[config.mk]
export PLATFORM = sky130hd
export DESIGN_NAME = pulse_count_backlight_dimmer
export DESIGN_NICKNAME = d
export VERILOG_FILES = /design/src/hdl/pcbd_pkg.sv /design/src/hdl/pcbd_cfg_regs.sv /design/src/hdl/pcbd_sequencer.sv /design/src/hdl/pulse_count_backlight_dimmer.sv
export SDC_FILE = /design/constraint.sdc
export NUM_CORES = 1
export LEC_CHECK = 0
export ABC_CLOCK_PERIOD_IN_PS = 8820
export BUFFER_PORTS_ARGS = -buffer_cell sky130_fd_sc_hd__buf_2
export CAP_MARGIN = 40
export CORE_MARGIN = 2
export CORE_UTILIZATION = 45
export DETAILED_ROUTE_END_ITERATION = 8
export PLACE_DENSITY = 0.61
export SYNTH_ARGS = -nofsm -noshare
export SYNTH_HDL_FRONTEND = slang
export SYNTH_SLANG_ARGS = --single-unit
[constraint.sdc]
create_clock -name clk -period 8.82 [get_ports clk]
set_input_delay 0.882 -clock clk [delete_from_list [all_inputs] [get_ports clk]]
set_output_delay 0.882 -clock clk [all_outputs]
set_load 0.1 [all_outputs]
[src/hdl/pcbd_pkg.sv]
// shared types and constants for the pulse-count backlight dimmer
`timescale 1ns / 1ps

package pcbd_pkg;

  // default number of chip levels, level count minus one is off
  localparam int PCBD_NUM_LEVELS = 16;

  // config register widths and reset values
  localparam int CFG_DATA_W   = 14;
  localparam int CFG_INDEX_W  = 2;
  localparam logic [6:0]  MASK_RESET     = 7'd127;
  localparam logic [7:0]  EN_WAIT_RESET  = 8'd40;
  localparam logic [13:0] OFF_WAIT_RESET = 14'd10000;
  localparam logic [7:0]  HALF_RESET     = 8'd1;

  // percent limit and reciprocal for divide by 100 (exact for dividends below 43690)
  localparam logic [6:0] PERCENT_MAX = 7'd100;
  localparam int DIV_SHIFT = 19;
  localparam int DIV_RECIP = 5243;

  typedef enum logic [CFG_INDEX_W-1:0] {
    REG_BATTERY_LIMIT_MASK = 2'd0,
    REG_ENABLE_WAIT_TICKS  = 2'd1,
    REG_OFF_WAIT_TICKS     = 2'd2,
    REG_PULSE_HALF_TICKS   = 2'd3
  } reg_index_t;

  typedef enum logic [0:0] {
    OP_TICK    = 1'b0,
    OP_REQUEST = 1'b1
  } opcode_t;

  typedef enum logic [1:0] {
    ST_TICK  = 2'd0,
    ST_OK    = 2'd1,
    ST_BUSY  = 2'd2,
    ST_RANGE = 2'd3
  } status_t;

  typedef struct packed {
    logic [6:0]  battery_limit_mask;
    logic [7:0]  enable_wait_ticks;
    logic [13:0] off_wait_ticks;
    logic [7:0]  pulse_half_ticks;
  } cfg_t;

  typedef struct packed {
    opcode_t    opcode;
    logic [6:0] brightness;
    logic       power_unblank;
    logic       fb_blank;
    logic       suspended;
    logic       suspend_resume;
    logic       battery_low;
    logic       lcd_on;
  } req_t;

  typedef struct packed {
    logic       pin;
    logic       busy_res;
    logic [3:0] level_now;
    logic [6:0] reported_brightness;
    status_t    request_status;
  } res_t;

endpackage

[src/hdl/pcbd_cfg_regs.sv]
// configuration register file of the dimmer
`timescale 1ns / 1ps

module pcbd_cfg_regs
  import pcbd_pkg::*;
(
  input  logic                   clk,
  input  logic                   rst,
  input  logic                   cfg_we,
  input  logic [CFG_INDEX_W-1:0] cfg_index,
  input  logic [CFG_DATA_W-1:0]  cfg_data,
  output cfg_t                   cfg
);

  always_ff @(posedge clk) begin
    if (rst) begin
      cfg.battery_limit_mask <= MASK_RESET;
      cfg.enable_wait_ticks  <= EN_WAIT_RESET;
      cfg.off_wait_ticks     <= OFF_WAIT_RESET;
      cfg.pulse_half_ticks   <= HALF_RESET;
    end else if (cfg_we) begin
      unique case (reg_index_t'(cfg_index))
        REG_BATTERY_LIMIT_MASK: cfg.battery_limit_mask <= cfg_data[6:0];
        REG_ENABLE_WAIT_TICKS:  cfg.enable_wait_ticks  <= cfg_data[7:0];
        REG_OFF_WAIT_TICKS:     cfg.off_wait_ticks     <= cfg_data[13:0];
        REG_PULSE_HALF_TICKS:   cfg.pulse_half_ticks   <= cfg_data[7:0];
        default: ;
      endcase
    end
  end

endmodule

[src/hdl/pcbd_sequencer.sv]
// level mapping, pin sequencer state and next-result logic
`timescale 1ns / 1ps

module pcbd_sequencer
  import pcbd_pkg::*;
#(
  parameter int NUM_LEVELS = PCBD_NUM_LEVELS
) (
  input  logic clk,
  input  logic rst,
  input  logic fire,
  input  req_t item,
  input  cfg_t cfg,
  output res_t result
);

  localparam int LVL_W = $clog2(NUM_LEVELS);
  localparam logic [LVL_W-1:0] LVL_OFF = LVL_W'(NUM_LEVELS - 1);
  localparam int MUL_W = 7 + $clog2((NUM_LEVELS - 1) * DIV_RECIP + 1);
  localparam logic [MUL_W-1:0] SCALE_MUL = MUL_W'((NUM_LEVELS - 1) * DIV_RECIP);

  typedef enum logic [4:0] {
    PH_IDLE    = 5'b00001,
    PH_OFFWAIT = 5'b00010,
    PH_ENWAIT  = 5'b00100,
    PH_LOW     = 5'b01000,
    PH_HIGH    = 5'b10000
  } phase_t;

  logic             init_done, init_done_next;
  logic [LVL_W-1:0] level_reg, level_reg_next;
  logic             pin_reg, pin_reg_next;
  phase_t           phase, phase_next;
  logic [13:0]      tick_count, tick_count_next;
  logic [LVL_W-1:0] pulses_left, pulses_left_next;
  logic [LVL_W-1:0] target_level, target_level_next;
  logic [6:0]       stored_brightness, stored_brightness_next;
  status_t          status;

  logic [6:0]       intensity;
  logic [6:0]       percent;
  logic [MUL_W-1:0] scaled_prod;
  logic [LVL_W-1:0] scaled;
  logic [LVL_W-1:0] new_level;
  logic [LVL_W-1:0] cur_level;
  logic [LVL_W:0]   diff;
  logic [13:0]      half_ticks;
  logic [13:0]      en_ticks;
  logic [13:0]      off_ticks;
  logic [LVL_W-1:0] pulses_dec;

  // flag gating and percent to level mapping
  always_comb begin
    intensity = item.brightness;
    if (!item.power_unblank) intensity = '0;
    if (item.fb_blank)       intensity = '0;
    if (item.suspended)      intensity = '0;
    if (item.suspend_resume) intensity = item.brightness;
    if (item.battery_low)    intensity = intensity & cfg.battery_limit_mask;
    percent     = item.lcd_on ? intensity : '0;
    scaled_prod = MUL_W'(percent) * SCALE_MUL;
    scaled      = LVL_W'(scaled_prod >> DIV_SHIFT);
    new_level   = LVL_OFF - scaled;
  end

  // zero wait registers act as one tick
  assign half_ticks = (cfg.pulse_half_ticks == '0) ? 14'd1 : 14'(cfg.pulse_half_ticks);
  assign en_ticks   = (cfg.enable_wait_ticks == '0) ? 14'd1 : 14'(cfg.enable_wait_ticks);
  assign off_ticks  = (cfg.off_wait_ticks == '0) ? 14'd1 : cfg.off_wait_ticks;

  assign cur_level  = init_done ? level_reg : LVL_OFF;
  assign pulses_dec = (pulses_left != '0) ? pulses_left - LVL_W'(1) : pulses_left;

  always_comb begin
    init_done_next         = init_done;
    level_reg_next         = level_reg;
    pin_reg_next           = pin_reg;
    phase_next             = phase;
    tick_count_next        = tick_count;
    pulses_left_next       = pulses_left;
    target_level_next      = target_level;
    stored_brightness_next = stored_brightness;
    status                 = ST_TICK;
    diff                   = {1'b0, new_level} - {1'b0, cur_level};
    if (new_level < cur_level) diff = diff + (LVL_W + 1)'(NUM_LEVELS);

    if (item.opcode == OP_REQUEST) begin
      if (phase != PH_IDLE) begin
        status = ST_BUSY;
      end else begin
        if (item.lcd_on) stored_brightness_next = intensity;
        if (percent > PERCENT_MAX) begin
          status = ST_RANGE;
        end else begin
          status = ST_OK;
          // first request powers the chip up at the off level
          if (!init_done) begin
            pin_reg_next   = 1'b1;
            level_reg_next = LVL_OFF;
            init_done_next = 1'b1;
          end
          if (new_level == LVL_OFF) begin
            pin_reg_next      = 1'b0;
            level_reg_next    = LVL_OFF;
            target_level_next = LVL_OFF;
            phase_next        = PH_OFFWAIT;
            tick_count_next   = off_ticks;
          end else if (cur_level != LVL_OFF && new_level == cur_level) begin
            // level unchanged, nothing to drive
          end else begin
            target_level_next = new_level;
            if (cur_level == LVL_OFF) begin
              pulses_left_next = new_level;
              pin_reg_next     = 1'b1;
              phase_next       = PH_ENWAIT;
              tick_count_next  = en_ticks;
            end else begin
              pulses_left_next = diff[LVL_W-1:0];
              pin_reg_next     = 1'b0;
              phase_next       = PH_LOW;
              tick_count_next  = half_ticks;
            end
          end
        end
      end
    end else if (phase != PH_IDLE) begin
      if (tick_count > 14'd1) begin
        tick_count_next = tick_count - 14'd1;
      end else begin
        tick_count_next = '0;
        unique case (phase)
          PH_OFFWAIT: phase_next = PH_IDLE;
          PH_ENWAIT: begin
            if (pulses_left != '0) begin
              pin_reg_next    = 1'b0;
              phase_next      = PH_LOW;
              tick_count_next = half_ticks;
            end else begin
              level_reg_next = target_level;
              phase_next     = PH_IDLE;
            end
          end
          PH_LOW: begin
            pin_reg_next    = 1'b1;
            phase_next      = PH_HIGH;
            tick_count_next = half_ticks;
          end
          PH_HIGH: begin
            pulses_left_next = pulses_dec;
            if (pulses_dec != '0) begin
              pin_reg_next    = 1'b0;
              phase_next      = PH_LOW;
              tick_count_next = half_ticks;
            end else begin
              level_reg_next = target_level;
              phase_next     = PH_IDLE;
            end
          end
          default: phase_next = PH_IDLE;
        endcase
      end
    end
  end

  always_ff @(posedge clk) begin
    if (rst) begin
      init_done         <= 1'b0;
      level_reg         <= LVL_OFF;
      pin_reg           <= 1'b0;
      phase             <= PH_IDLE;
      tick_count        <= '0;
      pulses_left       <= '0;
      target_level      <= LVL_OFF;
      stored_brightness <= '0;
    end else if (fire) begin
      init_done         <= init_done_next;
      level_reg         <= level_reg_next;
      pin_reg           <= pin_reg_next;
      phase             <= phase_next;
      tick_count        <= tick_count_next;
      pulses_left       <= pulses_left_next;
      target_level      <= target_level_next;
      stored_brightness <= stored_brightness_next;
    end
  end

  assign result.pin                 = pin_reg_next;
  assign result.busy_res            = (phase_next != PH_IDLE);
  assign result.level_now           = 4'(level_reg_next);
  assign result.reported_brightness = stored_brightness_next;
  assign result.request_status      = status;

`ifndef SYNTHESIS
  a_busy_drop_holds: assert property (@(posedge clk) disable iff (rst)
    (fire && item.opcode == OP_REQUEST && phase != PH_IDLE) |=>
      ($stable(level_reg) && $stable(pin_reg) && $stable(phase) &&
       $stable(stored_brightness) && $stable(tick_count)))
    else $error("dropped request changed sequencer state");
  a_active_has_ticks: assert property (@(posedge clk) disable iff (rst)
    (phase != PH_IDLE) |-> (tick_count != '0))
    else $error("active phase with empty tick counter");
  a_pulse_pin_low: assert property (@(posedge clk) disable iff (rst)
    (phase == PH_LOW) |-> !pin_reg)
    else $error("pin high during low pulse half");
  a_pulse_pin_high: assert property (@(posedge clk) disable iff (rst)
    (phase == PH_HIGH || phase == PH_ENWAIT) |-> pin_reg)
    else $error("pin low during high pulse half or enable wait");
  a_off_wait_state: assert property (@(posedge clk) disable iff (rst)
    (phase == PH_OFFWAIT) |-> (!pin_reg && level_reg == LVL_OFF))
    else $error("off wait without pin dropped at off level");
`endif

endmodule

[src/hdl/pulse_count_backlight_dimmer.sv]
// top level of the pulse-count backlight dimmer
`timescale 1ns / 1ps
// path: the item transfer loads the input register, then the held item loads the result
//   register once that register is free or drains
// throughput: one item per cycle while the result side does not stall
// reset: synchronous; config returns to defaults, the chip level reads off, pin low, idle

module pulse_count_backlight_dimmer
  import pcbd_pkg::*;
#(
  parameter int NUM_LEVELS = PCBD_NUM_LEVELS
) (
  input  logic                   clk,
  input  logic                   rst,
  // configuration write port
  input  logic                   cfg_we,
  input  logic [CFG_INDEX_W-1:0] cfg_index,
  input  logic [CFG_DATA_W-1:0]  cfg_data,
  // request channel
  input  logic                   req_valid,
  output logic                   req_stall,
  input  logic                   opcode,
  input  logic [6:0]             brightness,
  input  logic                   power_unblank,
  input  logic                   fb_blank,
  input  logic                   suspended,
  input  logic                   suspend_resume,
  input  logic                   battery_low,
  input  logic                   lcd_on,
  // result channel
  output logic                   res_valid,
  input  logic                   res_stall,
  output logic                   pin,
  output logic                   busy_res,
  output logic [3:0]             level_now,
  output logic [6:0]             reported_brightness,
  output logic [1:0]             request_status
);

  cfg_t cfg;
  req_t item;
  logic item_valid;
  res_t result_next;
  res_t result;
  logic advance;

  pcbd_cfg_regs u_cfg (
    .clk       (clk),
    .rst       (rst),
    .cfg_we    (cfg_we),
    .cfg_index (cfg_index),
    .cfg_data  (cfg_data),
    .cfg       (cfg)
  );

  // held item moves into the result register when that register is free or drains
  assign advance   = item_valid && (!res_valid || !res_stall);
  assign req_stall = item_valid && !advance;

  // input register
  always_ff @(posedge clk) begin
    if (rst) begin
      item_valid <= 1'b0;
    end else if (!req_stall) begin
      item_valid <= req_valid;
    end
  end

  always_ff @(posedge clk) begin
    if (!req_stall && req_valid) begin
      item.opcode         <= opcode_t'(opcode);
      item.brightness     <= brightness;
      item.power_unblank  <= power_unblank;
      item.fb_blank       <= fb_blank;
      item.suspended      <= suspended;
      item.suspend_resume <= suspend_resume;
      item.battery_low    <= battery_low;
      item.lcd_on         <= lcd_on;
    end
  end

  // state advances only on the transfer into the result register
  pcbd_sequencer #(
    .NUM_LEVELS (NUM_LEVELS)
  ) u_seq (
    .clk    (clk),
    .rst    (rst),
    .fire   (advance),
    .item   (item),
    .cfg    (cfg),
    .result (result_next)
  );

  // result register
  always_ff @(posedge clk) begin
    if (rst) begin
      res_valid <= 1'b0;
    end else if (advance) begin
      res_valid <= 1'b1;
    end else if (!res_stall) begin
      res_valid <= 1'b0;
    end
  end

  always_ff @(posedge clk) begin
    if (advance) begin
      result <= result_next;
    end
  end

  assign pin                 = result.pin;
  assign busy_res            = result.busy_res;
  assign level_now           = result.level_now;
  assign reported_brightness = result.reported_brightness;
  assign request_status      = result.request_status;

endmodule

Yosys cells after proc, flatten, opt, wreduce, memory -nomap -nowiden
Cells that the tools add are included.
{"block": "classes", "multipliers": 1, "bitwise_logic": 4, "order_cmp": 3, "n_reduce_logical": 26, "mux": 73, "eq_ne": 20, "add_sub_neg": 5}
{"op": "14-bit two-way mux", "count": 11}
{"op": "4-bit two-way mux", "count": 25}
{"op": "7-bit two-way mux", "count": 9}
{"op": "14-bit one-hot mux with 3 select lines", "count": 1}
{"op": "5-bit two-way mux", "count": 7}
{"op": "7-bit by 17-bit multiplier with 23-bit output, second input constant", "count": 1}
{"op": "8-bit logical NOT", "count": 2}
{"op": "8-bit two-way mux", "count": 2}
{"op": "5-bit one-hot mux with 3 select lines", "count": 1}
{"op": "14-bit by 1-bit > comparator with 1-bit output, second input constant", "count": 1}
{"op": "14-bit logical NOT", "count": 1}
{"op": "14-bit by 1-bit subtractor with 14-bit output, second input constant", "count": 1}
{"op": "1-bit two-way mux", "count": 13}
{"op": "2-bit by 1-bit inequality test with 1-bit output, second input constant", "count": 5}
{"op": "5-bit by 1-bit inequality test with 1-bit output, second input constant", "count": 2}
{"op": "5-bit AND reduction", "count": 2}
{"op": "4-bit == test, second input constant", "count": 2}
{"op": "4-bit one-hot mux with 2 select lines", "count": 1}
{"op": "2-bit AND reduction", "count": 4}
{"op": "8-bit AND reduction", "count": 1}
{"op": "4-bit nonzero test", "count": 2}
{"op": "7-bit bitwise AND", "count": 1}
{"op": "7-bit > comparator, second input constant", "count": 1}
{"op": "5-bit by 3-bit == test with 1-bit output, second input constant", "count": 1}
{"op": "23 further kinds", "count": 35}
{"block": "word_totals", "out_inout_bits": 17, "word_cells": 160, "input_bits": 35, "reg_bits": 108}

Logic depth before layout (Yosys ltp)
Gate-level depths: netlist of run 1.
{"block": "logic_depth", "ltp_word": 18, "depth_mapped": 27, "mapped_depth_nobuf": 27}

Cells and area by module
Synthesis of run 1 repeated with hierarchy kept, for this count alone.
{"block": "hier_totals", "hier_cells": 808, "hier_area_um2": 7433.4}
{"mod": "pcbd_sequencer", "n_inst": 1, "seq_area_each_um2": 800.8, "area_each_um2": 4967.3, "cells_each": 622}
{"mod": "pcbd_cfg_regs", "n_inst": 1, "seq_area_each_um2": 740.7, "area_each_um2": 1508.9, "cells_each": 147}
{"mod": "pulse_count_backlight_dimmer", "n_inst": 1, "seq_area_each_um2": 910.9, "area_each_um2": 957.2, "cells_each": 39}

Least setup slack after synthesis of run 1
OpenSTA, ideal clock, no wires.
{"block": "synth_timing", "path_type": "register -> register", "startpoint": "register, netlist name item[4]", "endpoint": "register u_seq.pulses_left[3]", "path_buffers": 0, "synth_period_minus_slack_ns": 6.387, "setup_time_ns": 0.123, "slack_ns": 2.433, "arrival_ns": 6.264, "path_stages_with_launch": 23, "required_ns": 8.697, "path_cell_list": "edfxtp_1 > nor3b_1 > o21ai_1 > or2_2 > inv_1 > ha_1 > fa_1 > fa_1 > fa_1 > ha_1 > a211oi_2 > nor2_1 > or3_1 > nor2b_1 > or4_4 > xor2_2 > inv_1 > ha_1 > and3_1 > nand3_1 > a32oi_4 > or4_4 > mux2_1"}
{"block": "synth_via", "elab_chain_len": 17, "word_cells_on_any_way": 26, "classes_between": "add/sub (3); mul (1); order compare (2); eq/ne (5); mux (12); bitwise (1); reduce/logical (2)"}
{"item": "7-bit two-way mux *", "line_no": "pcbd_sequencer.sv:56", "rtl": "if (item.fb_blank) intensity = '0;"}
{"item": "7-bit two-way mux *", "line_no": "pcbd_sequencer.sv:57", "rtl": "if (item.suspended) intensity = '0;"}
{"item": "7-bit two-way mux *", "line_no": "pcbd_sequencer.sv:58", "rtl": "if (item.suspend_resume) intensity = item.brightness;"}
{"item": "7-bit bitwise AND", "line_no": "pcbd_sequencer.sv:59", "rtl": "if (item.battery_low) intensity = intensity & cfg.battery_limit_mask;"}
{"item": "7-bit two-way mux *", "line_no": "pcbd_sequencer.sv:59"}
{"item": "7-bit two-way mux *", "line_no": "pcbd_sequencer.sv:60", "rtl": "percent = item.lcd_on ? intensity : '0;"}
{"item": "7-bit by 17-bit multiplier with 23-bit output", "line_no": "pcbd_sequencer.sv:61", "rtl": "scaled_prod = MUL_W'(percent) * SCALE_MUL;"}
{"item": "4-bit subtractor", "line_no": "pcbd_sequencer.sv:63", "rtl": "new_level = LVL_OFF - scaled;"}
{"item": "4-bit subtractor", "line_no": "pcbd_sequencer.sv:84", "rtl": "diff = {1'b0, new_level} - {1'b0, cur_level};"}
{"item": "4-bit by 1-bit adder with 4-bit output", "line_no": "pcbd_sequencer.sv:85", "rtl": "if (new_level < cur_level) diff = diff + (LVL_W + 1)'(NUM_LEVELS);"}
{"item": "4-bit two-way mux", "line_no": "pcbd_sequencer.sv:85"}
{"item": "4-bit two-way mux", "line_no": "pcbd_sequencer.sv:112", "rtl": "if (cur_level == LVL_OFF) begin"}
{"item": "4-bit two-way mux", "line_no": "pcbd_sequencer.sv:108", "rtl": "end else if (cur_level != LVL_OFF && new_level == cur_level) begin"}
{"item": "4-bit two-way mux", "line_no": "pcbd_sequencer.sv:102", "rtl": "if (new_level == LVL_OFF) begin"}
{"item": "4-bit two-way mux", "line_no": "pcbd_sequencer.sv:92", "rtl": "if (percent > PERCENT_MAX) begin"}
{"item": "4-bit two-way mux", "line_no": "pcbd_sequencer.sv:88", "rtl": "if (phase != PH_IDLE) begin"}
{"item": "4-bit two-way mux", "line_no": "pcbd_sequencer.sv:87", "rtl": "if (item.opcode == OP_REQUEST) begin"}
{"item": "end signal: assignment", "line_no": "pcbd_sequencer.sv:181", "rtl": "pulses_left <= pulses_left_next;"}
{"item": "end: declaration", "line_no": "pcbd_sequencer.sv:35", "rtl": "logic [LVL_W-1:0] pulses_left, pulses_left_next;"}
Mark *: on every way between the ends. The rest lies on a longest branch, timed or not. The select of a mux whose other input is x is not followed.
A chain may end at the register's enable or synchronous reset.

Worst setup path after layout of run 1
{"block": "layout_timing", "startpoint": "register, netlist name item[4]", "endpoint": "register u_seq.pulses_left[3]"}
{"block": "layout_via", "elab_chain_len": 17, "word_cells_on_any_way": 26, "classes_between": "add/sub (3); mul (1); order compare (2); eq/ne (5); mux (12); bitwise (1); reduce/logical (2)"}
{"item": "7-bit two-way mux *", "line_no": "pcbd_sequencer.sv:56"}
{"item": "7-bit two-way mux *", "line_no": "pcbd_sequencer.sv:57"}
{"item": "7-bit two-way mux *", "line_no": "pcbd_sequencer.sv:58"}
{"item": "7-bit bitwise AND", "line_no": "pcbd_sequencer.sv:59"}
{"item": "7-bit two-way mux *", "line_no": "pcbd_sequencer.sv:59"}
{"item": "7-bit two-way mux *", "line_no": "pcbd_sequencer.sv:60"}
{"item": "7-bit by 17-bit multiplier with 23-bit output", "line_no": "pcbd_sequencer.sv:61"}
{"item": "4-bit subtractor", "line_no": "pcbd_sequencer.sv:63"}
{"item": "4-bit subtractor", "line_no": "pcbd_sequencer.sv:84"}
{"item": "4-bit by 1-bit adder with 4-bit output", "line_no": "pcbd_sequencer.sv:85"}
{"item": "4-bit two-way mux", "line_no": "pcbd_sequencer.sv:85"}
{"item": "4-bit two-way mux", "line_no": "pcbd_sequencer.sv:112"}
{"item": "4-bit two-way mux", "line_no": "pcbd_sequencer.sv:108"}
{"item": "4-bit two-way mux", "line_no": "pcbd_sequencer.sv:102"}
{"item": "4-bit two-way mux", "line_no": "pcbd_sequencer.sv:92"}
{"item": "4-bit two-way mux", "line_no": "pcbd_sequencer.sv:88"}
{"item": "4-bit two-way mux", "line_no": "pcbd_sequencer.sv:87"}
Marked as above.

==> results.txt, run 1 <==
----------------------------------------------------
[Status]
  Run status ... finished, final reports clean

[Pwr]
  VDD IR max ... 116 µV
  Power density over cell area ... 169 nW/µm²
  Static power due to leakage ... 0.00339 µW
  PnR Total Power ... 1300 µW

[Yosys]
  Number of synthesized register bits ... 108
  Number of flops mapped to enable cells by yosys ... 29
  Sequential-to-total area share from yosys stat ... 0.354
  Number of synthesis warnings ... 0
  Syn Nets ... 916
  Area leader, netlist ... sky130_fd_sc_hd__dfxtp_1
  Cells after Synth ... 801
  Synthesized area ... 6920 µm²
  Synth top area share ... 0.228
  Synth area leaders ... sky130_fd_sc_hd__dfxtp_1 23%, sky130_fd_sc_hd__edfxtp_1 13%, sky130_fd_sc_hd__ha_1 12%
  Post-synthesis cell type count ... 65
  Top FF cell, synth ... sky130_fd_sc_hd__dfxtp_1
  Post-synthesis async set-or-reset flop share ... 0
  Avg Cell Area, Syn ... 8.64 µm²

[Global routing]
  GR met3 Demand/Resource ... 0.0296
  Routing usage on met2 ... 0.357
  Global-route wire length before repair ... 28800 µm
  Vias in the first global route ... 5909
  Met1 usage ... 0.301
  Global-route usage over all layers ... 0.221
  GR peak layer ... met2
  Maximum number of pins on one net before global-route repair ... 44
  Number of antenna violations at the first check in global routing ... 0
  GR Overflow Total ... 0

[Final layout]
  Most frequent cells in the layout ... 127 x sky130_fd_sc_hd__nand2_1, 79 x sky130_fd_sc_hd__dfxtp_1, 74 x sky130_fd_sc_hd__a21oi_1
  Synthesis-to-finish area growth ... 10.8%
  Antenna diode instance count ... 0
  Flip-flop count of the largest register, all copies and words added ... 37
  Proportion of layout cells with a drive suffix above 1 ... 0.116
  Number of non-filler instances in the completed layout ... 1034
  Most common cell after layout, fill and taps aside ... sky130_fd_sc_hd__nand2_1
  Nets ... 956
  Final core utilization ... 0.508
  Registers with the most flip-flops ... u_cfg.cfg x37, item x14, u_seq.tick_count x14
  Register with the most flip-flops ... u_cfg.cfg
  Number of fillers in the final layout ... 1415

[Setup path]
  Highest fanout seen on the critical path ... 7
  Worst path max stage delay ... 640 ps
  RR Endpoint ... u_seq.pulses_left[3]
  CP bufs+invs ... 1
  CP cell instances ... nor3b_1 -> nor2_1 -> nor2_1 -> and2_1 -> ha_1 -> fa_1 -> fa_1 -> fa_1 -> ha_1 -> nand4_1 -> nor2_1 -> nand2_1 -> nor4b_1 -> nor3_1 -> xnor2_1 -> inv_1 -> ha_1 -> and3_1 -> nand3_1 -> a32oi_4 -> or4_4 -> mux2_1
  Category of the worst setup path capture point ... register
  Register-to-Register Path Depth ... 22
  Worst setup path class ... register to register
  Type of element launching the critical path ... register
  Crit-path leading delay family ... simple AND/OR/NAND/NOR gates
  Cell with the largest stage delay on the worst path ... sky130_fd_sc_hd__nor4b_1
  Register-to-register setup slack ... 1600 ps
  Worst R2R Start ... item[4]
  Required arrival time at the worst endpoint ... 9070 ps
  Crit path DAT ... 7470 ps

[Detailed routing]
  Count of vias placed by the detailed router ... 5959
  DRC violation count after routing ... 0
  Average wire per standard cell ... 16.9 µm
  Antenna Nets Post-Route ... 0
  Routed vias/inst ... 5.76
  Detailed Route WL ... 17400 µm
  First-pass iteration count of the detailed router ... 5
  Starting DRC count in detailed routing ... 439

[Floorplan]
  Floorplan die area ... 16400 µm²
  Die span in y ... 128 µm
  Effective utilization at floorplan ... 0.459
  Area of the core ... 15100 µm²
  Number of top-level pins ... 52
  Row Count ... 45
  DIE WIDTH ... 128 µm

[Clock tree]
  CTS buffer count ... 9
  Number of gates resized after CTS ... 0
  Clock-pin slew reported for the worst setup and hold paths after clock tree synthesis ... 70 ps
  TritonCTS clock tree ... built
  Maximum buffer depth of the clock tree ... 2
  Source-to-sink clock delay at the later pin of the worst-skew pair ... 360 ps
  Post-CTS Hold Buffers ... 0
  # H-tree levels ... 3
  Total clock sinks ... 108
  Number of buffers inserted by post-CTS setup repair ... 0
  Clock root buffer master ... sky130_fd_sc_hd__clkbuf_16

[Worst hold path]
  Min-Delay Path Class ... register to register
  Count of cells along the worst hold path ... 2
  Hold path start ... u_seq.stored_brightness[4]
  WHS Endpoint ... u_seq.stored_brightness[4]

[Timing]
  Achievable frequency ... 0.138 GHz
  Max-slew headroom at the worst pin ... 0.419
  Final hold violations ... 0
  Number of max-slew violations in the final report ... 0
  Setup TNS Final ... 0 ps
  Fin worst setup slack ... 1600 ps
  Share of the cycle needed by the critical path after routing ... 0.819
  Setup repair after global routing missed its margin ... no
  Slew at the pin with the worst max-slew slack ... 864 ps
  Clk_skew ... 5.87 ps
  Total of endpoints with negative setup slack in the final report ... 0
  Minimum period implied by the final worst setup slack ... 7220 ps

[Run]
  Maximum capacitance violations ... 0

[Placed design]
  Placed cell count ... 1017
  Placer congestion estimate ... 0.836
  Pre-CTS setup slack ... 1750 ps
  Post-detail-place hpwl ... 13100 µm
  Quantity of I/O buffers inserted on ports ... 51

----------------------------------------------------
power by group:
part | internal (µW) | leakage (µW) | switching [µW]
Sequential | 532 | 0.000908 | 18.6
Clock | 208 | 0.000149 | 204
Combinational | 121 | 0.00233 | 215
logic make-up (layout without fill, tap and decap cells):
family | count (synthesis) | after routing | share of synthesized area
compound gates | 196 | 196 | 0.181
xor+xnor | 20 | 20 | 0.0295
fa+ha+maj | 80 | 80 | 0.159
buf+inv | 74 | 119 | 0.0412
flops | 108 | 108 | 0.354
mux | 25 | 25 | 0.0369
simple gates | 298 | 298 | 0.199
layer usage:
metal	routed length (µm)	part of all wire	up-vias
met2	8010	0.46	219
met1	8140	0.47	2770
met3	943	0.054	30
met4	352	0.020	0
li1	-	-	2940
met5	0	0	-
through the flow:
step                instance area, µm²  hold WS [ps]
floorplan                         6920           433
global placement                  7330           445
detailed placement                7360           447
CTS                               7660           464
global route                      7670           485
finish                            7670           458
synthesized netlist by cell type (4+ instances only):
cell / count
sky130_fd_sc_hd__nand2_1: 127
sky130_fd_sc_hd__dfxtp_1: 79
sky130_fd_sc_hd__a21oi_1: 74
sky130_fd_sc_hd__ha_1: 67
sky130_fd_sc_hd__nor2_1: 65
sky130_fd_sc_hd__inv_1: 41
sky130_fd_sc_hd__o21ai_0: 37
sky130_fd_sc_hd__edfxtp_1: 29
sky130_fd_sc_hd__clkbuf_1: 25
sky130_fd_sc_hd__nand3_1: 24
sky130_fd_sc_hd__mux2i_1: 21
sky130_fd_sc_hd__a31oi_1: 15
sky130_fd_sc_hd__and3_1: 14
sky130_fd_sc_hd__nor3_1: 14
sky130_fd_sc_hd__fa_1: 13
sky130_fd_sc_hd__xnor2_1: 10
sky130_fd_sc_hd__nand2b_1: 9
sky130_fd_sc_hd__nor4_1: 9
sky130_fd_sc_hd__o211ai_1: 9
sky130_fd_sc_hd__o21a_1: 9
sky130_fd_sc_hd__o31ai_1: 7
sky130_fd_sc_hd__xor2_1: 7
sky130_fd_sc_hd__a21o_1: 6
sky130_fd_sc_hd__or2_2: 6
sky130_fd_sc_hd__and2_1: 5
sky130_fd_sc_hd__nor2b_1: 5
sky130_fd_sc_hd__nand4_1: 4
sky130_fd_sc_hd__o311a_1: 4
worst max path at each step:
| stage | from | end | slack [ps] | depth (start not counted) |
|---|---|---|---|---|
| floorplan | item[4] | u_seq.pulses_left[3] | 2430 | 22 |
| global placement | item[4] | u_seq.tick_count[1] | 1810 | 22 |
| detailed placement | item[4] | u_seq.tick_count[1] | 1750 | 22 |
| CTS | item[4] | u_seq.tick_count[1] | 1710 | 22 |
| global route | item[4] | u_seq.tick_count[12] | 990 | 22 |
| finish | item[4] | u_seq.pulses_left[3] | 1600 | 22 |
worst min-delay path: cells and delay by family (launching register included):
family | cells | cell delay (ps)
simple gates | 1 | 50
compound gates | 1 | 50
flops | 1 | 310
area by class of cell:
type / instances / area [µm²] / area share
clock buffer: 10 / 239 / 0.0312
clock inverter: 6 / 62.6 / 0.00816
inverter: 42 / 158 / 0.0206
multi-input combinational: 619 / 4180 / 0.545
sequential: 108 / 2450 / 0.320
tap: 188 / 235 / 0.0307
timing repair buffer: 61 / 340 / 0.0444
Note: power is estimated with default switching activity, not from simulation.
==> run 2, diff against run 1 <==
ABC_CLOCK_PERIOD_IN_PS = 7000   (was 8820)
clock period = 7 ns   (was 8.82 ns; I/O delays follow)
==> results.txt, run 2 (synthesis gave the netlist of run 1 again) <==
----------------------------------------------------
[Clock tree]
  # H-tree levels ... 3 (unchanged)
  Maximum buffer depth of the clock tree ... 2 (unchanged)
  Clock-pin slew reported for the worst setup and hold paths after clock tree synthesis ... 80 ps (was 70 ps)
  Source-to-sink clock delay at the later pin of the worst-skew pair ... 370 ps (was 360 ps)
  Total clock sinks ... 108 (unchanged)
  TritonCTS clock tree ... built (unchanged)
  Clock root buffer master ... sky130_fd_sc_hd__clkbuf_16 (unchanged)
  CTS buffer count ... 9 (unchanged)

[Setup path]
  Crit path DAT ... 6980 ps (was 7470 ps)
  Cell with the largest stage delay on the worst path ... sky130_fd_sc_hd__or4_4 (was sky130_fd_sc_hd__nor4b_1)
  Worst setup path class ... register to register (unchanged)
  Category of the worst setup path capture point ... register (unchanged)
  CP cell instances ... nor3b_4 -> o21ai_2 -> or2_2 -> inv_1 -> ha_1 -> fa_1 -> fa_1 -> fa_1 -> ha_1 -> a211oi_2 -> nor2_1 -> or3_1 -> nor2b_1 -> or4_4 -> xor2_2 -> inv_1 -> ha_1 -> and3_1 -> nand3_2 -> a32oi_4 -> or4_4 -> mux2_1 (was nor3b_1 -> nor2_1 -> nor2_1 -> and2_1 -> ha_1 -> fa_1 -> fa_1 -> fa_1 -> ha_1 -> nand4_1 -> nor2_1 -> nand2_1 -> nor4b_1 -> nor3_1 -> xnor2_1 -> inv_1 -> ha_1 -> and3_1 -> nand3_1 -> a32oi_4 -> or4_4 -> mux2_1)
  RR Endpoint ... u_seq.pulses_left[3] (unchanged)
  Critical path endpoint ... u_seq.pulses_left[3] (unchanged)
  Register-to-Register Path Depth ... 22 (unchanged)
  Worst path max stage delay ... 530 ps (was 640 ps)
  Required arrival time at the worst endpoint ... 7240 ps (was 9070 ps)
  Type of element launching the critical path ... register (unchanged)
  Origin of the worst setup path ... item[4] (unchanged)
  Register-to-register setup slack ... 260 ps (was 1600 ps)
  Worst R2R Start ... item[4] (unchanged)
  Highest fanout seen on the critical path ... 6 (was 7)

[Global routing]
  Maximum number of pins on one net before global-route repair ... 37 (was 44)
  Global-route usage over all layers ... 0.227 (was 0.221)
  Global-route wire length before repair ... 29400 µm (was 28800 µm)
  Vias in the first global route ... 5897 (was 5909)
  GR Overflow Total ... 0 (unchanged)
  Number of antenna violations at the first check in global routing ... 0 (unchanged)

[Final layout]
  Number of fillers in the final layout ... 1444 (was 1415)
  Most frequent cells in the layout ... 127 x sky130_fd_sc_hd__nand2_1, 79 x sky130_fd_sc_hd__dfxtp_1, 74 x sky130_fd_sc_hd__a21oi_1 (unchanged)
  Registers with the most flip-flops ... u_cfg.cfg x37, item x14, u_seq.tick_count x14 (unchanged)
  Antenna diode instance count ... 0 (unchanged)
  Number of non-filler instances in the completed layout ... 1043 (was 1034)
  Register with the most flip-flops ... u_cfg.cfg (unchanged)
  Proportion of layout cells with a drive suffix above 1 ... 0.132 (was 0.116)
  Synthesis-to-finish area growth ... 12.1% (was 10.8%)
  Final core utilization ... 0.514 (was 0.508)
  Flip-flop count of the largest register, all copies and words added ... 37 (unchanged)
  Most common cell after layout, fill and taps aside ... sky130_fd_sc_hd__nand2_1 (unchanged)
  Nets ... 965 (was 956)

[Detailed routing]
  Starting DRC count in detailed routing ... 285 (was 439)
  Routed vias/inst ... 5.77 (was 5.76)
  DRC violation count after routing ... 0 (unchanged)
  First-pass iteration count of the detailed router ... 5 (unchanged)
  Detailed Route WL ... 18000 µm (was 17400 µm)
  Average wire per standard cell ... 17.3 µm (was 16.9 µm)
  Antenna Nets Post-Route ... 0 (unchanged)
  Count of vias placed by the detailed router ... 6021 (was 5959)

[Worst hold path]
  Min-Delay Path Class ... register to register (unchanged)

[Placed design]
  Quantity of I/O buffers inserted on ports ... 51 (unchanged)
  Placed cell count ... 1027 (was 1017)
  Post-detail-place hpwl ... 13700 µm (was 13100 µm)
  Placer congestion estimate ... 0.863 (was 0.836)
  Pre-CTS setup slack ... 145 ps (was 1750 ps)

[Timing]
  Slew at the pin with the worst max-slew slack ... 904 ps (was 864 ps)
  Number of max-slew violations in the final report ... 0 (unchanged)
  Total of endpoints with negative setup slack in the final report ... 0 (unchanged)
  Achievable frequency ... 0.148 GHz (was 0.138 GHz)
  Setup repair after global routing missed its margin ... no (unchanged)
  Fin worst setup slack ... 262 ps (was 1600 ps)
  Minimum period implied by the final worst setup slack ... 6740 ps (was 7220 ps)
  Final hold violations ... 0 (unchanged)
  Share of the cycle needed by the critical path after routing ... 0.963 (was 0.819)
  Setup TNS Final ... 0 ps (unchanged)
  Clk_skew ... 16.0 ps (was 5.87 ps)
  Max-slew headroom at the worst pin ... 0.395 (was 0.419)

[Pwr]
  VDD IR max ... 132 µV (was 116 µV)
  Static power due to leakage ... 0.00343 µW (was 0.00339 µW)
  Power density over cell area ... 210 nW/µm² (was 169 nW/µm²)

[Floorplan]
  Die span in y ... 128 µm (unchanged)
  Area of the core ... 15100 µm² (unchanged)
  Row Count ... 45 (unchanged)
  Floorplan die area ... 16400 µm² (unchanged)
  Number of top-level pins ... 52 (unchanged)
  DIE WIDTH ... 128 µm (unchanged)
  Effective utilization at floorplan ... 0.459 (unchanged)

[Run]
  Maximum capacitance violations ... 0 (unchanged)

[Status]
  Run status ... finished, final reports clean (unchanged)

----------------------------------------------------
## run 2: worst max-delay path, delay by kind of cell, from the launching register on
kind | cells | cell delay [ps]
simple gates | 9 | 2580
fa+ha+maj | 6 | 2380
compound gates | 3 | 450
flops | 1 | 410
mux | 1 | 320
buf+inv | 2 | 250
xor+xnor | 1 | 220
## run 2: worst min-delay path by stage
stage	slack [ps]	depth (start not counted)	startpoint	end
after floorplan	430	2	u_seq.stored_brightness[3]	u_seq.stored_brightness[3]
after global placement	440	2	u_seq.stored_brightness[1]	u_seq.stored_brightness[1]
after detailed placement	450	2	u_seq.stored_brightness[1]	u_seq.stored_brightness[1]
after CTS	460	2	u_seq.stored_brightness[1]	u_seq.stored_brightness[1]
after global routing	470	2	u_seq.stored_brightness[1]	u_seq.stored_brightness[1]
final	460	2	u_seq.stored_brightness[1]	u_seq.stored_brightness[1]
## run 2: per-layer routing
layer  global-route usage  part of all wire  vias up
li1                     -                 -     2956
met1                0.305              0.47     2873
met2                0.377              0.46      171
met3               0.0367             0.047       21
met4               0.0679             0.015        0
met5                    0                 0        -
## run 2: through the flow
stage	hold slack (ps)	total power [µW]	area [µm²]
floorplan	433	1020	6920
global placement	443	1120	7400
detailed placement	447	1130	7440
CTS	459	1630	7720
global route	472	1720	7760
finish	460	1630	7760
## run 2: final cells by class
class	instances	area, µm²	area share
clock inverters	6	53.8	0.00693
flip-flops and latches	108	2450	0.316
clock buffers	10	229	0.0295
multi-input cells	619	4220	0.544
well taps	188	235	0.0303
inverters	42	158	0.0203
repair buffers	70	412	0.0531
## run 2: what timing repair did
item                                    in CTS  in global routing
buffers inserted                             0                  0
gates resized for setup                      0                  8
hold buffers                                 0                  0
endpoints found under the setup margin       0                 23
## run 2: power by group
part           switching [µW]  leakage (µW)  internal, µW  total, µW
Sequential               24.1      0.000908           671        695
Combinational             276       0.00239           159        435
Clock                     249      0.000136           249        498
